### config.mk
export PLATFORM = sky130hd
export DESIGN_NAME = fifo_page_replacement_unit
export DESIGN_NICKNAME = d
export VERILOG_FILES = /design/src/hdl/fpru_pkg.sv /design/src/hdl/fpru_div.sv /design/src/hdl/fpru_cell.sv /design/src/hdl/fifo_page_replacement_unit.sv
export SDC_FILE = /design/constraint.sdc
export NUM_CORES = 2
export LEC_CHECK = 0
export BUFFER_PORTS_ARGS = -buffer_cell sky130_fd_sc_hd__buf_4
export CAP_MARGIN = 40
export CORE_AREA = 2 2 302 304
export DETAILED_ROUTE_END_ITERATION = 12
export DIE_AREA = 0 0 304 306
export GPL_TIMING_DRIVEN = 0
export HOLD_SLACK_MARGIN = 0.1
export MAX_ROUTING_LAYER = met4
export PLACE_DENSITY = 0.73
export SKIP_CTS_REPAIR_TIMING = 1
export SLEW_MARGIN = 30
export SYNTH_ARGS = -nofsm -noshare
export SYNTH_HDL_FRONTEND = slang
export SYNTH_HIERARCHICAL = 1
export SYNTH_SLANG_ARGS = --single-unit
export TNS_END_PERCENT = 30
### constraint.sdc
create_clock -name clk -period 8.32 [get_ports clk]
set_input_delay 1.664 -clock clk [delete_from_list [all_inputs] [get_ports clk]]
set_output_delay 1.664 -clock clk [all_outputs]
set_load 0.02 [all_outputs]
### src/hdl/fpru_pkg.sv
// ----------------------------------------------------------------------------
// fpru_pkg
// Shared constants and types of the FIFO page replacement unit.
// ----------------------------------------------------------------------------
`timescale 1ns / 1ps

package fpru_pkg;

  localparam int FPRU_FRAMES = 16;
  localparam int ADDR_W      = 32;
  localparam int PAGE_W      = 32;
  localparam int CNT32_W     = 32;
  localparam int SLOT_OUT_W  = 4;
  localparam int FIU_W       = 5;
  localparam int CFG_ADDR_W  = 3;
  localparam int CFG_DATA_W  = 32;

  localparam logic [PAGE_W-1:0] PAGE_SIZE_RST     = 32'd4096;
  localparam logic [FIU_W-1:0]  FRAMES_IN_USE_RST = 5'd16;

  // register index, taken from paddr[2]
  localparam logic REG_PAGE_SIZE     = 1'b0;
  localparam logic REG_FRAMES_IN_USE = 1'b1;

  // search token travelling down the cell chain
  typedef struct packed {
    logic              go;
    logic              hit;
    logic [PAGE_W-1:0] key;
  } srch_t;

  // frame write request
  typedef struct packed {
    logic              en;
    logic [PAGE_W-1:0] page;
  } wr_t;

endpackage

### src/hdl/fpru_div.sv
// ----------------------------------------------------------------------------
// fpru_div
// Restoring divider, one quotient bit per cycle. A zero divisor gives all ones.
// ----------------------------------------------------------------------------
`timescale 1ns / 1ps

module fpru_div (
  input  logic                       clk,
  input  logic                       rst_n,
  input  logic                       start,
  input  logic [fpru_pkg::ADDR_W-1:0] dividend,
  input  logic [fpru_pkg::PAGE_W-1:0] divisor,
  output logic                       done,
  output logic [fpru_pkg::PAGE_W-1:0] quotient
);
  import fpru_pkg::*;

  localparam int STEP_W = $clog2(ADDR_W);

  logic              busy_r, busy_nxt;
  logic              done_r, done_nxt;
  logic [STEP_W-1:0] step_r, step_nxt;
  logic [PAGE_W-1:0] rem_r, rem_nxt;
  logic [ADDR_W-1:0] quot_r, quot_nxt;
  logic [PAGE_W:0]   shifted;
  logic [PAGE_W:0]   trial;

  always_comb begin
    shifted  = {rem_r, quot_r[ADDR_W-1]};
    trial    = shifted - {1'b0, divisor};
    busy_nxt = busy_r;
    done_nxt = 1'b0;
    step_nxt = step_r;
    rem_nxt  = rem_r;
    quot_nxt = quot_r;
    if (start) begin
      busy_nxt = 1'b1;
      step_nxt = '0;
      rem_nxt  = '0;
      quot_nxt = dividend;
    end else if (busy_r) begin
      if (!trial[PAGE_W]) begin
        rem_nxt  = trial[PAGE_W-1:0];
        quot_nxt = {quot_r[ADDR_W-2:0], 1'b1};
      end else begin
        rem_nxt  = shifted[PAGE_W-1:0];
        quot_nxt = {quot_r[ADDR_W-2:0], 1'b0};
      end
      step_nxt = step_r + 1'b1;
      if (step_r == STEP_W'(ADDR_W - 1)) begin
        busy_nxt = 1'b0;
        done_nxt = 1'b1;
      end
    end
  end

  always_ff @(posedge clk) begin
    if (!rst_n) begin
      busy_r <= 1'b0;
      done_r <= 1'b0;
      step_r <= '0;
    end else begin
      busy_r <= busy_nxt;
      done_r <= done_nxt;
      step_r <= step_nxt;
    end
    rem_r  <= rem_nxt;
    quot_r <= quot_nxt;
  end

  assign done     = done_r;
  assign quotient = quot_r;

endmodule

### src/hdl/fpru_cell.sv
// ----------------------------------------------------------------------------
// fpru_cell
// One frame slot: holds a page and its valid bit, checks the passing search
// token against it and hands the token on to the next slot.
// ----------------------------------------------------------------------------
`timescale 1ns / 1ps

module fpru_cell #(
  parameter int FRAMES = fpru_pkg::FPRU_FRAMES,
  parameter int IDX    = 0
) (
  input  logic                                clk,
  input  logic                                rst_n,
  input  logic [$clog2(FRAMES+1)-1:0]         n_active,
  input  logic [(FRAMES > 1 ? $clog2(FRAMES) : 1)-1:0] wr_slot,
  input  fpru_pkg::wr_t                       wr,
  input  fpru_pkg::srch_t                     srch_i,
  output fpru_pkg::srch_t                     srch_o
);
  import fpru_pkg::*;

  localparam int CNT_W  = $clog2(FRAMES + 1);
  localparam int SLOT_W = (FRAMES > 1) ? $clog2(FRAMES) : 1;

  logic [PAGE_W-1:0] page_r;
  logic              valid_r;
  srch_t             srch_r, srch_nxt;
  logic              match;

  assign match = valid_r && (CNT_W'(IDX) < n_active) && (page_r == srch_i.key);

  always_comb begin
    srch_nxt     = srch_i;
    srch_nxt.hit = srch_i.hit | (srch_i.go & match);
  end

  always_ff @(posedge clk) begin
    if (!rst_n) begin
      valid_r   <= 1'b0;
      srch_r.go <= 1'b0;
    end else begin
      if (wr.en && wr_slot == SLOT_W'(IDX)) begin
        valid_r <= 1'b1;
      end
      srch_r.go <= srch_nxt.go;
    end
    if (wr.en && wr_slot == SLOT_W'(IDX)) begin
      page_r <= wr.page;
    end
    srch_r.hit <= srch_nxt.hit;
    srch_r.key <= srch_nxt.key;
  end

  assign srch_o = srch_r;

endmodule

### src/hdl/fifo_page_replacement_unit.sv
// ----------------------------------------------------------------------------
// fifo_page_replacement_unit
// FIFO page replacement: page lookup over a chain of frame cells.
// ----------------------------------------------------------------------------
// Each item is one memory address. Its page number comes from a bit-serial
// divider. A search token then walks the chain of frame cells, one cell per
// cycle. The hit is then latched; once the output is free, the result is
// registered on the output and, on a fault, the frames, the FIFO pointer and
// the saturating fault count are updated. The next item is taken only after
// that update, so the unit does not take a new address before it is through
// with the last one, and a stalled output delays it further. A new item is
// taken while the previous result still waits on the output.
// page_size 0 gives page number 0xFFFFFFFF. frames_in_use 0 acts as 1, and
// values above FRAMES act as FRAMES. Configure only while the unit is idle.
// ----------------------------------------------------------------------------
`timescale 1ns / 1ps

module fifo_page_replacement_unit #(
  parameter int FRAMES = fpru_pkg::FPRU_FRAMES
) (
  input  logic                              clk,
  input  logic                              rst_n,
  input  logic                              in_valid,
  output logic                              in_ready,
  input  logic [fpru_pkg::ADDR_W-1:0]       in_memory_address,
  output logic                              out_valid,
  input  logic                              out_ready,
  output logic [fpru_pkg::PAGE_W-1:0]       out_page_number,
  output logic                              out_page_fault,
  output logic [fpru_pkg::SLOT_OUT_W-1:0]   out_slot_written,
  output logic [fpru_pkg::CNT32_W-1:0]      out_fault_total,
  input  logic                              cfg_psel,
  input  logic                              cfg_penable,
  input  logic                              cfg_pwrite,
  input  logic [fpru_pkg::CFG_ADDR_W-1:0]   cfg_paddr,
  input  logic [fpru_pkg::CFG_DATA_W-1:0]   cfg_pwdata,
  output logic [fpru_pkg::CFG_DATA_W-1:0]   cfg_prdata,
  output logic                              cfg_pready
);
  import fpru_pkg::*;

  localparam int CNT_W  = $clog2(FRAMES + 1);
  localparam int SLOT_W = (FRAMES > 1) ? $clog2(FRAMES) : 1;

  typedef enum logic [1:0] {S_IDLE, S_DIV, S_SRCH, S_UPD} state_t;

  state_t            state_r;
  logic [PAGE_W-1:0] page_size_r;
  logic [FIU_W-1:0]  fiu_r;
  logic [SLOT_W-1:0] oldest_r;
  logic [CNT32_W-1:0] fault_r;
  logic              hit_r;

  logic              out_valid_r;
  logic [PAGE_W-1:0] out_page_r;
  logic              out_fault_r;
  logic [SLOT_OUT_W-1:0] out_slot_r;
  logic [CNT32_W-1:0] out_total_r;

  logic              accept;
  logic              div_done;
  logic [PAGE_W-1:0] quotient;
  logic [CNT_W-1:0]  n_active;
  logic [SLOT_W-1:0] slot;
  logic [CNT_W-1:0]  slot_inc;
  logic [SLOT_W-1:0] oldest_nxt;
  logic [SLOT_W+SLOT_OUT_W-1:0] slot_ext;
  logic [CNT32_W-1:0] fault_nxt;
  logic              out_free;
  logic              cfg_wr;
  wr_t               wr;
  srch_t             link [0:FRAMES];

  assign cfg_pready = 1'b1;
  assign cfg_wr     = cfg_psel & cfg_penable & cfg_pwrite;

  always_ff @(posedge clk) begin
    if (!rst_n) begin
      page_size_r <= PAGE_SIZE_RST;
      fiu_r       <= FRAMES_IN_USE_RST;
    end else if (cfg_wr) begin
      case (cfg_paddr[2])
        REG_PAGE_SIZE:     page_size_r <= cfg_pwdata;
        REG_FRAMES_IN_USE: fiu_r       <= cfg_pwdata[FIU_W-1:0];
        default: ;
      endcase
    end
  end

  always_comb begin
    case (cfg_paddr[2])
      REG_PAGE_SIZE:     cfg_prdata = page_size_r;
      REG_FRAMES_IN_USE: cfg_prdata = {{(CFG_DATA_W-FIU_W){1'b0}}, fiu_r};
      default:           cfg_prdata = '0;
    endcase
  end

  always_comb begin
    if (fiu_r == '0) begin
      n_active = CNT_W'(1);
    end else if (int'(fiu_r) > FRAMES) begin
      n_active = CNT_W'(FRAMES);
    end else begin
      n_active = CNT_W'(fiu_r);
    end
  end

  assign in_ready = (state_r == S_IDLE);
  assign accept   = in_valid & in_ready;

  fpru_div u_div (
    .clk      (clk),
    .rst_n    (rst_n),
    .start    (accept),
    .dividend (in_memory_address),
    .divisor  (page_size_r),
    .done     (div_done),
    .quotient (quotient)
  );

  always_comb begin
    link[0].go  = (state_r == S_DIV) && div_done;
    link[0].hit = 1'b0;
    link[0].key = quotient;
  end

  for (genvar g = 0; g < FRAMES; g++) begin : g_cell
    fpru_cell #(
      .FRAMES (FRAMES),
      .IDX    (g)
    ) u_cell (
      .clk      (clk),
      .rst_n    (rst_n),
      .n_active (n_active),
      .wr_slot  (slot),
      .wr       (wr),
      .srch_i   (link[g]),
      .srch_o   (link[g+1])
    );
  end

  // victim slot and pointer advance
  always_comb begin
    if (CNT_W'(oldest_r) < n_active) begin
      slot = oldest_r;
    end else begin
      slot = '0;
    end
    slot_inc = CNT_W'(slot) + 1'b1;
    if (slot_inc == n_active) begin
      oldest_nxt = '0;
    end else begin
      oldest_nxt = SLOT_W'(slot_inc);
    end
    slot_ext  = {{SLOT_OUT_W{1'b0}}, slot};
    fault_nxt = (fault_r == '1) ? fault_r : fault_r + 1'b1;
  end

  assign out_free = !out_valid_r || out_ready;
  assign wr.en    = (state_r == S_UPD) && out_free && !hit_r;
  assign wr.page  = quotient;

  always_ff @(posedge clk) begin
    if (!rst_n) begin
      state_r     <= S_IDLE;
      oldest_r    <= '0;
      fault_r     <= '0;
      out_valid_r <= 1'b0;
    end else begin
      if (out_valid_r && out_ready && state_r != S_UPD) begin
        out_valid_r <= 1'b0;
      end
      case (state_r)
        S_IDLE: begin
          if (accept) begin
            state_r <= S_DIV;
          end
        end
        S_DIV: begin
          if (div_done) begin
            state_r <= S_SRCH;
          end
        end
        S_SRCH: begin
          if (link[FRAMES].go) begin
            hit_r   <= link[FRAMES].hit;
            state_r <= S_UPD;
          end
        end
        S_UPD: begin
          if (out_free) begin
            out_valid_r <= 1'b1;
            out_page_r  <= quotient;
            out_fault_r <= !hit_r;
            if (hit_r) begin
              out_slot_r  <= '0;
              out_total_r <= fault_r;
            end else begin
              out_slot_r  <= slot_ext[SLOT_OUT_W-1:0];
              out_total_r <= fault_nxt;
              fault_r     <= fault_nxt;
              oldest_r    <= oldest_nxt;
            end
            state_r <= S_IDLE;
          end
        end
        default: state_r <= S_IDLE;
      endcase
    end
  end

  assign out_valid        = out_valid_r;
  assign out_page_number  = out_page_r;
  assign out_page_fault   = out_fault_r;
  assign out_slot_written = out_slot_r;
  assign out_fault_total  = out_total_r;

endmodule

==> results.ini <==
[status]
status = completed

[drt]
drt_iter0_drc = 1942
vias = 25000
drc_errors = 0
dr.pass1.iters = 5
routedWlPerCell_um = 22.2
vias_per_cell = 5.30
wl_um = 104000
ant_nets = 0

[hold_path]
holdPathEnd = g_cell[14].u_cell/srch_o[13]$_DFF_P_
hp-start = g_cell[13].u_cell/srch_o[13]$_DFF_P_
whs_path_depth = 0
hp-class = reg -> reg

[power]
power.density_mw_per_mm2 = 378
power_w = 0.0195
p_leak_nw = 18.3
ir_worst_vdd_v = 0.000359

[sta]
min_period_over_period_pct = 56.2
fin_skew_ns = 0.122
setup_viol_count_final = 0
max_slew.worst_pin.slew_ns = 0.812
slew_headroom_pct = 45.7
hold_viol = 0
max_freq_ghz = 0.214
rsz0062_at_grt = false
slew_violations = 0
period_minus_slack_ns = 4.68
timing.hold.ws_ns = 0.306

[critical_path]
cp.arrival_ns = 3.02
r2r_cells = 15
start_kind = input pin
required_ns = 6.66
critPathMaxFanout = 10
path_class = in -> out
regToRegSetupSlack_ns = 3.97
endpoint_kind = output pin
reg2reg_to = oldest_r[3]$_SDFFE_PN0P_
r2r-start = fiu_r[2]$_SDFFE_PN0P_

[floorplan]
core_sq_mm = 0.0896
start_util_pct = 48.9
row_count = 110
ios = 178
die_w_um = 304
die_area_sq_mm = 0.0930
die_h_um = 306

[placed_design]
io_buffers = 173
hpwlAfterDp_um = 76500
gp_congestion = 0.878
dp_cells = 4481

[clock_tree]
clkLatencyLatePin_ns = 0.74
cts_tree = yes
cts.sinks = 1257
cts_inserted_buffers = 116
cts_buffer_depth = 3
clkTransAtPathRegs_ns = 0.06
cts_root_buf = clkbuf_16
h-tree-depth = 3

[synthesis]
syn_nets = 3163
syn-cell-area_sq_mm = 0.0438
yosysWarnings = 6
synth_area_per_cell_sq_um = 14.4
netlist_instances = 3045

[finish]
drive_above_1_share_pct = 15.7
instances_no_fill = 4707
syn2layout_area_growth_pct = 18.1
nets = 3544

[job]
maxCapViolations = 0

[global_route]
grt_pass1_wl_um = 156000
antenna_found_initial = 3
grt_max_degree = 37
grt-ovfl-total = 0
grt_pass1_vias = 24900
grt_use_total_pct = 23.0

## worst max-delay path, cell delays in order
cell      delay [ns]
clkbuf_1        0.28
clkbuf_1        0.49
mux2_2          0.42
buf_4           0.16
## cell usage in the layout (no fill, tap or decap), types with 62 or more instances in the layout
master	n
dfxtp_1	643
edfxtp_1	614
xnor2_1	467
buf_4	213
nand2_1	154
clkbuf_16	120
nand4_1	116
xor2_1	116
a21oi_1	94
nor2_1	92
nand3_1	65
clkbuf_1	63
inv_1	62
## stage by stage
| stage | TNS (ns) | util, % | cell area (sq um) | setup WS (ns) |
|---|---|---|---|---|
| 2_1_floorplan | 0 | - | 43800 | 2.47 |
| 3_3_place_gp | -21.54 | 52.0 | 46600 | -0.321 |
| 3_5_place_dp | 0 | 53.2 | 47700 | 3.45 |
| 4_1_cts | 0 | 57.7 | 51700 | 3.64 |
| 5_1_grt | 0 | 57.7 | 51700 | 3.54 |
| 6_report | 0 | 57.7 | 51700 | 3.64 |
## cell type report
cell class | instances | area, sq um
fill | 6857 | 37900
sequential | 1257 | 31300
multi-input combinational | 1665 | 12100
clock buffer | 161 | 3330
timing repair buffer | 263 | 2350
tap | 1176 | 1470
clock inverter | 61 | 668
buffer | 60 | 282
inverter | 63 | 236
antenna | 1 | 2.50
## state kept, by name (all words and copies together) (netlist names), 2 cells and up
name	cells
fiu_r	5
out_page_number	32
g_cell.u_cell/valid_r	16
state_r	2
g_cell.u_cell/page_r	512
out_slot_written	4
fault_r	32
page_size_r	32
u_div/step_r	5
out_fault_total	32
u_div/rem_r	32
g_cell.u_cell/srch_o	512
u_div/quotient	32
oldest_r	4
## how the worst max path moves through the flow
stage | from | end | slack [ns] | cells after the start
2_1_floorplan | rst_n | out_fault_total[0]$_DFFE_PP_ | 2.47 | 5
3_3_place_gp | rst_n | out_page_number[5]$_DFFE_PP_ | -0.32 | 6
3_5_place_dp | out_ready | g_cell[9].u_cell/page_r[21]$_DFFE_PP_ | 3.45 | 11
4_1_cts | cfg_paddr[2] | cfg_prdata[2] | 3.64 | 4
5_1_grt | fiu_r[2]$_SDFFE_PN0P_ | oldest_r[3]$_SDFFE_PN0P_ | 3.54 | 15
6_report | cfg_paddr[2] | cfg_prdata[2] | 3.64 | 4
## power by group
part / internal (W) / switching (W) / total, W
combinational: 0.00203 / 0.00259 / 0.00462
clock: 0.00305 / 0.00234 / 0.00538
sequential: 0.00825 / 0.00128 / 0.00953
total: 0.0133 / 0.00621 / 0.0195
## metal layers
layer  part of all wire, %  global-route usage (%)  wire length [um]  vias to the layer above
met5                     0                       -                 0                        -
met4                   2.3                    6.26              2360                        0
met3                   5.7                    3.02              5940                      154
met2                    50                    38.4             51700                      727
met1                    43                    29.6             44400                    12400
li1                      -                       -                 -                    11700
No activity file was read; power rests on OpenSTA's default activity.
